<file path="src/lti_pkg.sv">
// Package: constants, types and helpers for the lower triangular inverse block.
package lti_pkg;
   localparam int MAX_ORDER = 8;
   localparam int TRI_DEPTH = MAX_ORDER * (MAX_ORDER + 1) / 2;
   localparam int ADDR_W = $clog2(TRI_DEPTH);
   localparam int IDX_W = 3;
   localparam int SIZE_W = 4;
   localparam logic [SIZE_W-1:0] SIZE_RESET = 4'd8;

   typedef enum logic [10:0] {
      ST_IDLE    = 11'b00000000001,
      ST_DIAG_RD = 11'b00000000010,
      ST_DIV     = 11'b00000000100,
      ST_DIAG_WR = 11'b00000001000,
      ST_MAC_RD  = 11'b00000010000,
      ST_MAC_WT  = 11'b00000100000,
      ST_MAC_ACC = 11'b00001000000,
      ST_SCALE   = 11'b00010000000,
      ST_SCALE2  = 11'b00100000000,
      ST_EMIT_RD = 11'b01000000000,
      ST_EMIT    = 11'b10000000000
   } state_type;

   // controller to datapath
   typedef struct packed {
      logic             load_wr;      // store the incoming word
      logic             clr_flag;     // start of an inversion
      logic [ADDR_W-1:0] m_addr;      // matrix read address
      logic [ADDR_W-1:0] v_addr;      // inverse read address
      logic [ADDR_W-1:0] w_addr;      // inverse write address
      logic             div_start;
      logic             diag_wr;      // write reciprocal
      logic             acc_clr;
      logic             acc_en;
      logic             scale1;       // first partial product of scaling
      logic             scale2;       // finish scaling and write
   } cmd_type;

   typedef struct packed {
      logic div_done;
   } stat_type;

   function automatic logic [ADDR_W-1:0] tri_at(input logic [IDX_W-1:0] r,
                                                input logic [IDX_W-1:0] c);
      logic [ADDR_W+3:0] t;
      t = ({3'b0, r} * ({3'b0, r} + 6'd1)) >> 1;
      return ADDR_W'(t + {{(ADDR_W+1){1'b0}}, c});
   endfunction
endpackage

</file>
<file path="src/lti_ctrl.sv">
// Controller: sequences loading, row-by-row inversion and emission.
module lti_ctrl (
   input  logic                       clock,
   input  logic                       reset,
   input  logic                       start,
   input  logic [2:0]                 row_index,
   input  logic [2:0]                 col_index,
   input  logic                       last_element,
   input  logic [lti_pkg::SIZE_W-1:0] size,
   input  lti_pkg::stat_type          stat,
   output lti_pkg::cmd_type           cmd,
   output logic [lti_pkg::ADDR_W-1:0] load_addr,
   output logic                       busy,
   output logic                       emit,
   output logic [2:0]                 e_row,
   output logic [2:0]                 e_col,
   output logic                       e_last
);
   import lti_pkg::*;

   state_type  st_ff, st_in;
   logic [2:0] i_ff, i_in, j_ff, j_in, k_ff, k_in, n1_ff, n1_in;
   logic [2:0] er_ff, er_in;

   assign busy = (st_ff != ST_IDLE);
   assign load_addr = tri_at(row_index, col_index);

   always_comb begin
      st_in = st_ff; i_in = i_ff; j_in = j_ff; k_in = k_ff; n1_in = n1_ff;
      er_in = er_ff;
      cmd = '0;
      emit = 1'b0;
      cmd.m_addr = tri_at(i_ff, i_ff);
      cmd.v_addr = tri_at(i_ff, j_ff);
      cmd.w_addr = tri_at(i_ff, j_ff);
      e_row = i_ff; e_col = er_ff; e_last = 1'b0;
      unique case (st_ff)
         ST_IDLE: begin
            if (start) begin
               cmd.load_wr = (col_index <= row_index);
               if (last_element) begin
                  cmd.clr_flag = 1'b1;
                  n1_in = (size == '0) ? 3'd0 : (size > SIZE_W'(MAX_ORDER)) ?
                          3'(MAX_ORDER - 1) : 3'(size - 4'd1);
                  i_in = '0;
                  st_in = ST_DIAG_RD;
               end
            end
         end
         ST_DIAG_RD: st_in = ST_DIV;
         ST_DIV: begin
            cmd.div_start = 1'b1;
            st_in = ST_DIAG_WR;
         end
         ST_DIAG_WR: begin
            cmd.w_addr = tri_at(i_ff, i_ff);
            if (stat.div_done) begin
               cmd.diag_wr = 1'b1;
               j_in = '0;
               er_in = '0;
               st_in = (i_ff == 3'd0) ? ST_EMIT_RD : ST_MAC_RD;
               k_in = '0;
            end
         end
         ST_MAC_RD: begin
            cmd.acc_clr = 1'b1;
            k_in = j_ff;
            cmd.m_addr = tri_at(i_ff, j_ff);
            cmd.v_addr = tri_at(j_ff, j_ff);
            st_in = ST_MAC_WT;
         end
         ST_MAC_WT: begin
            // read of term k lands; issue next
            cmd.acc_en = 1'b1;
            k_in = k_ff + 3'd1;
            cmd.m_addr = tri_at(i_ff, k_in);
            cmd.v_addr = tri_at(k_in, j_ff);
            if (k_in == i_ff) st_in = ST_SCALE;
         end
         ST_SCALE: begin
            cmd.scale1 = 1'b1;
            st_in = ST_SCALE2;
         end
         ST_SCALE2: begin
            cmd.scale2 = 1'b1;
            j_in = j_ff + 3'd1;
            st_in = (j_in == i_ff) ? ST_EMIT_RD : ST_MAC_RD;
         end
         ST_EMIT_RD: begin
            cmd.v_addr = tri_at(i_ff, er_ff);
            st_in = ST_EMIT;
         end
         ST_EMIT: begin
            emit = 1'b1;
            e_last = (er_ff == i_ff) && (i_ff == n1_ff);
            er_in = er_ff + 3'd1;
            cmd.v_addr = tri_at(i_ff, er_in);
            if (er_ff == i_ff) begin
               if (i_ff == n1_ff) st_in = ST_IDLE;
               else begin
                  i_in = i_ff + 3'd1;
                  st_in = ST_DIAG_RD;
               end
            end
         end
         ST_MAC_ACC: st_in = ST_SCALE;
         default: st_in = ST_IDLE;
      endcase
      if (st_ff == ST_DIAG_RD) cmd.m_addr = tri_at(i_ff, i_ff);
   end

   always_ff @(posedge clock) begin
      if (reset) begin
         st_ff <= ST_IDLE;
      end else begin
         st_ff <= st_in;
      end
      i_ff <= i_in; j_ff <= j_in; k_ff <= k_in; n1_ff <= n1_in; er_ff <= er_in;
   end
endmodule

</file>
<file path="config.mk">
export PLATFORM = sky130hd
export DESIGN_NAME = lti_ctrl
export DESIGN_NICKNAME = d
export VERILOG_FILES = /design/src/lti_pkg.sv /design/src/lti_ctrl.sv
export SDC_FILE = /design/constraint.sdc
export NUM_CORES = 1
export LEC_CHECK = 0
export BUFFER_PORTS_ARGS = -buffer_cell sky130_fd_sc_hd__buf_2
export CORE_UTILIZATION = 54
export DETAILED_ROUTE_END_ITERATION = 8
export GPL_ROUTABILITY_DRIVEN = 0
export PLACE_DENSITY = 0.79
export SYNTH_ARGS = -nofsm -noshare
export SYNTH_HDL_FRONTEND = slang
export SYNTH_SLANG_ARGS = --single-unit
</file>
<file path="constraint.sdc">
create_clock -name clock -period 4.5 [get_ports clock]
set_input_delay 0.9 -clock clock [delete_from_list [all_inputs] [get_ports clock]]
set_output_delay 0.9 -clock clock [all_outputs]
set_load 0.02 [all_outputs]
</file>
== Word-level counts from Yosys, hierarchy flattened ==
Cells that the tools add are included.
W data, S select, Z words.
Word-level totals
  bits in registers: 26
  input port bits: 15
  output and inout bits: 41
  word-level logic and storage cells: 99
Operators by class
  add/subtract/negate cells: 17
  multipliers: 4
  $lt $le $gt $ge: 2
  eq/ne operators: 22
  muxes and demuxes: 35
  reductions and logical operators: 13
Operators by type and width (number)
  $pmux W11 S11: 1
  $mux W11: 5
  $add A6 B3 Y6: 8
  $mul A3 B4 Y7: 4
  $pmux W6 S4: 1
  $mux W10: 2
  $mux W3: 6
  $pmux W3 S2: 3
  $add A3 B1 Y4 const B: 4
  $add A3 B1 Y3 const B: 4
  $eq A3 B3 Y1: 4
  $mux W6: 2
  $ne A2 B2 Y1 const B: 6
  $pmux W6 S2: 1
  $eq A11 B1 Y1 const B: 1
  $eq A11 B10 Y1 const B: 1
  $eq A11 B11 Y1 const B: 1
  $eq A11 B2 Y1 const B: 1
  $eq A11 B3 Y1 const B: 1
  $eq A11 B4 Y1 const B: 1
  $eq A11 B5 Y1 const B: 1
  $eq A11 B6 Y1 const B: 1
  $eq A11 B7 Y1 const B: 1
  $eq A11 B8 Y1 const B: 1
  16 further kinds: 32

== Longest topological paths before layout ==
Gate-level depths: netlist of run 1.
  depth in word-level cells: 5
  gate-level depth with buffers: 17
  mapped depth without buffers: 16

== Least setup slack after synthesis of run 1 ==
No wires, ideal clock.
  kind: register to output
  start: register i_ff[0], in the netlist e_row[0]
  end: output cmd[11] (netlist name)
  data arrival time: 3924 ps
  data required time: 3600 ps
  setup slack: -324 ps
  stages on the path, launching flop included: 13
  buffers on the path: 1
  cells stage by stage: edfxtp_1 -> clkbuf_1 -> inv_1 -> ha_1 -> nand2_1 -> fa_1 -> inv_1 -> fa_1 -> ha_1 -> a21oi_1 -> mux2i_1 -> nand3_1 -> xor2_1
RTL lines
  start, declared: RTL line lti_ctrl.sv:22  | logic [2:0] i_ff, i_in, j_ff, j_in, k_ff, k_in, n1_ff, n1_in;
  start signal, assigned: RTL line lti_ctrl.sv:118  | i_ff <= i_in; j_ff <= j_in; k_ff <= k_in; n1_ff <= n1_in; er_ff <= er_in;
  end, declared: RTL line lti_ctrl.sv:11  | output lti_pkg::cmd_type cmd,

==> results of run 1 <==
## flip-flops by register name, indices dropped and copies added, names as in the netlist
| signal | count |
|---|---|
| st_ff | 10 |
| e_col | 3 |
| e_row | 3 |
| j_ff | 3 |
| k_ff | 3 |
| n1_ff | 3 |
## layout by cell type (no fill, tap or decap), types with 13 or more instances in the layout
| master | n |
|---|---|
| a21o_1 | 18 |
| edfxtp_1 | 15 |
| o21ai_0 | 13 |
| nand2_1 | 40 |
| nor2_1 | 34 |
| ha_1 | 47 |
| inv_1 | 29 |
| a21oi_1 | 13 |
| xnor2_1 | 21 |
| xor2_1 | 18 |
| buf_4 | 57 |
| buf_2 | 45 |
## where the power goes
group | switching, mW | total (mW) | internal, mW | leakage, nW
sequential | 0.00559 | 0.252 | 0.246 | 0.200
combinational | 0.308 | 0.543 | 0.236 | 2.19
clock | 0.0772 | 0.139 | 0.0621 | 0.0255
## worst max-delay path by stage
stage	startpoint	to	slack (ps)
floorplan	k_ff[0]	cmd[17]	0.3
global placement	row_index[0]	load_addr[5]	20
detailed placement	k_ff[0]	cmd[16]	-60
CTS	k_ff[1]	cmd[17]	-100
global route	j_ff[0]	cmd[16]	-290
finish	j_ff[0]	cmd[14]	-220
## worst min-delay path: stages, from the launching register on
cell	delay, ps
dfxtp_1	380
nand2b_1	100
nand3b_1	70
## cell usage after synthesis (all sizes together) (13+ instances only)
cell and n:
ha 64, nand2 44, inv 42, nor2 37, xnor2 25, a21oi 21, o21ai 21, xor2 20
a21o 18, edfxtp 15, nand2b 14, fa 13
## repair_timing
action / CTS / global route
endpoints found under the setup margin: 12 / 13
pin swaps: 26 / 31
gates resized for setup: 62 / 41
setup buffers: 12 / 6
## per-layer routing
metal	GRT usage [%]	vias up	share of wire (%)
li1	-	1812	-
met1	37.1	1832	43
met5	0	-	0
met2	54.0	161	50
met3	3.18	27	5.0
met4	5.91	0	2.5
## cell families after synthesis
group                      count (synthesis)  share of synthesized area [%]
muxes                                      3                          0.790
buffers and inverters                     57                           5.96
adders and majority gates                 78                           28.2
AOI/OAI and AO/OA                         98                           17.0
xor gates and xnor gates                  45                           10.4
and+or+nand+nor                          157                           20.6
DFF                                       25                           17.1
## metrics by stage
| stage | area (um2) | instances |
|---|---|---|
| final | 5060 | 659 |
| after global routing | 5060 | 659 |
| after CTS | 4850 | 654 |
| after detailed placement | 4460 | 639 |
| after global placement | 4460 | 639 |
| after floorplan | 3860 | 463 |
## cell type report
| class | instances | share of cell area, % |
|---|---|---|
| Timing Repair Buffer | 110 | 14.7 |
| Tap cell | 96 | 2.37 |
| Clock inverter | 1 | 0.0989 |
| Sequential cell | 25 | 12.9 |
| Multi-Input combinational cell | 381 | 65.9 |
| Inverter | 43 | 3.26 |
| Clock buffer | 3 | 0.816 |
==> metrics.yaml, run 1 <==
status: "finished with violations"
violations: "negative setup slack"
cp.depth: 15
maxCapViolCount: 0
worst-path-max-fanout: 4
overflow: 0
cp_top_family: "adder cells"
hold_slack_ps: 595
clk_latency_ps: 280
tns_ps: -779
fin_crit_ps: 4720
first_pass_iters: 5
grt_pass1_wl_um: 17500
holdPathStages: 2
p_per_area_nw_per_um2: 185
ff2ff_path_depth: 7
finalMaxSlewViolations: 0
critPathLaunchType: "flip-flop"
hold_start: "st_ff[0]"
cts_htree_levels: 1
finalNetCount: 656
syn_to_final_growth_pct: 33.1
worstPathArrival_ps: 3820
worstPathRequired_ps: 3600
dp_hpwl_um: 8230
cts_tree: "yes"
crit_path_top_delay_cell: "fa_1"
netlist_top_cells_area: "ha_1 21%, edfxtp_1 12%, fa_1 6.8%, xnor2_1 5.8%, dfxtp_1 5.3%"
ctsHoldBuffers: 0
netlist_instances: 463
start_util_pct: 56.0
relSlewSlack_pct: 68.0
drc: 0
numPortBuffers: 55
synth_cell_types: 55
wl_um: 11300
grt_max_degree: 15
clkTransAtPathRegs_ps: 100
setup_viol: 8
rrSetupSlack_ps: 1690
seqCellArea_um2: 651
ys.flop_type: "edfxtp_1"
seq_area_frac_synth_pct: 17.1
finalHoldViolations: 0
power.leakage_nw: 2.41
routedWlPerCell_um: 17.2
synth_top_area_share_pct: 21.1
synthArstFlopShare_pct: 0
hold-path-endpoint: "st_ff[0]"
synth_largest_area_cell: "ha_1"
rsz0062_at_grt: "true"
clk_path_buf_depth: 2
cts_sinks: 25
dieWidth_um: 85.9
path_class: "reg2out"
final_util_pct: 74.5
grt_pass1_vias: 3805
ir_drop_mv: 0.199
die-area_um2: 7380
via_count: 3832
n_fill_cell: 464
worst_setup_path_end_kind: "primary output"
worstMarginPinSlew_ps: 473
reg2reg_from: "st_ff[7]"
fp.dieH_um: 85.9
numCtsBuffers: 3
timing.final.crit_share_pct: 105
layout-drive-gt1-share_pct: 33.6
rows: 30
place_ws_ps: -61.6
yosysWarnings: 0
max_stage_delay_ps: 530
hp-class: "reg2reg"
multi_input_area_um2: 3340
ios: 56
ant_nets: 0
synth_nets: 555
vias_per_cell: 5.81
clockRootBuffer: "clkbuf_8"
finalPower_mw: 0.934
synth_edf_count: 15
fin_skew_ps: 9.33
crit_chain: "ha_2, inv_2, ha_4, nand2b_4, fa_1, inv_1, fa_1, nor2_1, a31oi_1, ha_2, buf_6, xnor2_2, a22oi_1, o21ai_1, buf_4"
core_um2: 6790
synth_seq_cells: 25
max_freq_mhz: 212
gr-usage-all-layers_pct: 29.4
path_buf_inv: 4
diodes: 0
antenna_found_initial: 0
timing.rr.end: "j_ff[1]"
synth_area_um2: 3800
drt-initial-drc-count: 281
fin_ws_ps: -224
syn_area_per_cell_um2: 8.21
Power figures use the tool's default switching activity.
==> run 2, diff against run 1 <==
--- a/config.mk
+++ b/config.mk
@@ -6,10 +6,11 @@
 export NUM_CORES = 1
 export LEC_CHECK = 0
 export BUFFER_PORTS_ARGS = -buffer_cell sky130_fd_sc_hd__buf_2
-export CORE_UTILIZATION = 54
+export CAP_MARGIN = 20
+export CORE_UTILIZATION = 59
 export DETAILED_ROUTE_END_ITERATION = 8
 export GPL_ROUTABILITY_DRIVEN = 0
-export PLACE_DENSITY = 0.79
+export PLACE_DENSITY = 0.82
 export SYNTH_ARGS = -nofsm -noshare
 export SYNTH_HDL_FRONTEND = slang
 export SYNTH_SLANG_ARGS = --single-unit
==> constraint.sdc (replaced) <==
create_clock -name clock -period 4.6 [get_ports clock]
set_input_delay 0.92 -clock clock [delete_from_list [all_inputs] [get_ports clock]]
set_output_delay 0.92 -clock clock [all_outputs]
set_load 0.02 [all_outputs]
==> metrics.yaml, run 2 (synthesis gave the netlist of run 1 again) <==
violations: "negative setup slack"
ant_nets: 0  # unchanged
finalPower_mw: 0.960  # +2.8%
power_switching_mw: 0.410  # +5.0%
wl_um: 13400  # +18%
power.leakage_nw: 2.42  # +0.15%
grt_pass1_wl_um: 18400  # +4.8%
final_cells: 636  # -3.5%
p_int_mw: 0.550  # +1.2%
final_area_um2: 5030  # -0.52%
largest_reg_flops: 10  # unchanged
dp_hpwl_um: 8480  # +3.1%
vias_per_cell: 6.63  # +14%
p_comb_share_pct: 58.9  # +0.8 points
status: "finished with violations"
overflow: 0  # unchanged
grt_max_degree: 16  # +1
antenna_found_initial: 0  # unchanged
drc: 0  # unchanged
worst_setup_path_end_kind: "primary output"
cts_htree_levels: 1  # unchanged
final_common_cell: "buf_4"
fp.dieH_um: 82.3  # -4.2%
p_sw_share_pct: 42.7  # +0.90 points
clockRootBuffer: "clkbuf_8"
ctsHoldBuffers: 0  # unchanged
crit_path_top_delay_cell: "or4_1"
setup_viol: 10  # +2
layout-drive-gt1-share_pct: 32.8  # -0.77 points
finalHoldViolations: 0  # unchanged
mostFrequentLayoutCells: "58 x buf_4, 49 x ha_1, 42 x buf_2"
routedWlPerCell_um: 21.1  # +22%
worst-path-max-fanout: 5  # +1
ir_drop_mv: 0.164  # -18%
path_buf_inv: 4  # unchanged
via_count: 4215  # +10%
cts_tree: "yes"
core_um2: 6060  # -11%
placed_area_um2: 4380  # -1.9%
fin_crit_ps: 4920
worstPathRequired_ps: 3680  # +80 ps
drt-initial-drc-count: 606  # +120%
gr-usage-all-layers_pct: 36.7  # +7.3 points
timing.final.crit_share_pct: 107
numPortBuffers: 55  # unchanged
die-area_um2: 6770  # -8.3%
dpl.cell_count: 613  # -4.1%
maxCapViolCount: 0  # unchanged
hold_start: "st_ff[0]"
dieWidth_um: 82.3  # -4.2%
cp_top_family: "adder cells"
worstPathArrival_ps: 4000  # +180 ps
diodes: 0  # unchanged
finalMaxSlewViolations: 0  # unchanged
worstMarginPinSlew_ps: 749  # +275 ps
reg2reg_from: "st_ff[0]"
max_stage_delay_ps: 500  # -30 ps
crit_chain: "inv_1, ha_1, inv_1, ha_4, nand2b_1, fa_1, inv_1, ha_4, or4_1, or3_1, o211ai_2, o21ai_0, a31o_1, buf_6"
clk_path_buf_depth: 2  # unchanged
crit_start: "k_ff[0]"
clockPowerShare_pct: 15.5  # +0.6 points
ios: 56  # unchanged
path_class: "reg2out"
p_per_area_nw_per_um2: 191  # +3.3%
first_pass_iters: 7  # +2
rows: 28  # -6.7%
hold_slack_ps: 600  # +4.74 ps
cts_sinks: 25  # unchanged
fin_skew_ps: 6.82  # -2.51 ps
clk_latency_ps: 290  # about the same
critPathLaunchType: "flip-flop"
grt_pass1_vias: 3898  # +2.4%
final_util_pct: 83.1  # +8.6 points
crit_top_cell: "inv_1"
relSlewSlack_pct: 49.4  # -19 points
fin_ws_ps: -318  # -93.4 ps
top_register: "st_ff"
hp-class: "reg2reg"
max_freq_mhz: 203
finalNetCount: 654  # -0.30%
p_seq_share_pct: 25.7  # -1.3 points
clkTransAtPathRegs_ps: 110  # about the same
syn_to_final_growth_pct: 32.4
start_util_pct: 62.7  # +6.8 points
numCtsBuffers: 3  # unchanged
rsz0062_at_grt: "true"
run 2: timing repair:
item                       in CTS  in global routing
pin swaps                      29                 24
setup endpoints to repair      11                 14
gates resized for setup        57                 43
setup buffers                  13                  6
run 2: final cells by class:
cell class	count	area (um2)
Multi-Input combinational cell	381	3350
Fill cell	339	1030
Timing Repair Buffer	108	732
Sequential cell	25	651
Inverter	43	165
Tap cell	75	93.8
Clock buffer	3	41.3
Clock inverter	1	6.26
run 2: power groups by stage:
stage	Sequential [mW]	Combinational [mW]	Clock (mW)
CTS	0.246	0.489	0.143
finish	0.247	0.565	0.148
global route	0.247	0.598	0.154
floorplan	0.252	0.287	0
global placement	0.251	0.408	0
detailed placement	0.251	0.424	0
run 2: per-stage QoR:
stage | setup TNS (ps) | setup slack (ps)
2_1_floorplan | 0 | 0.667
3_3_place_gp | 0 | 88.8
3_5_place_dp | -183 | -92.1
4_1_cts | -398 | -115
5_1_grt | -2260 | -362
6_report | -1550 | -318
run 2: worst min-delay path: cells and delay by family (launching register included):
| family | cells | cell delay (ps) |
|---|---|---|
| flip-flops | 1 | 380 |
| AND/OR/NAND/NOR | 2 | 170 |
run 2: final timing paths:
check / end / slack, ps / cells after the start
worst max-delay path: cmd[16] / -320 / 14
worst max register to register: st_ff[2] / 1720 / 8
worst min register to register: st_ff[0] / 600 / 2
worst min-delay path: st_ff[0] / 600 / 2
run 2: metal layers:
layer  track usage (%)  vias up  share of wire [%]
met4              19.8        0                7.3
met5                 0        -                  0
met3              6.26      128                 11
met1              43.6     1936                 35
met2              62.7      349                 46
li1                  -     1802                  -
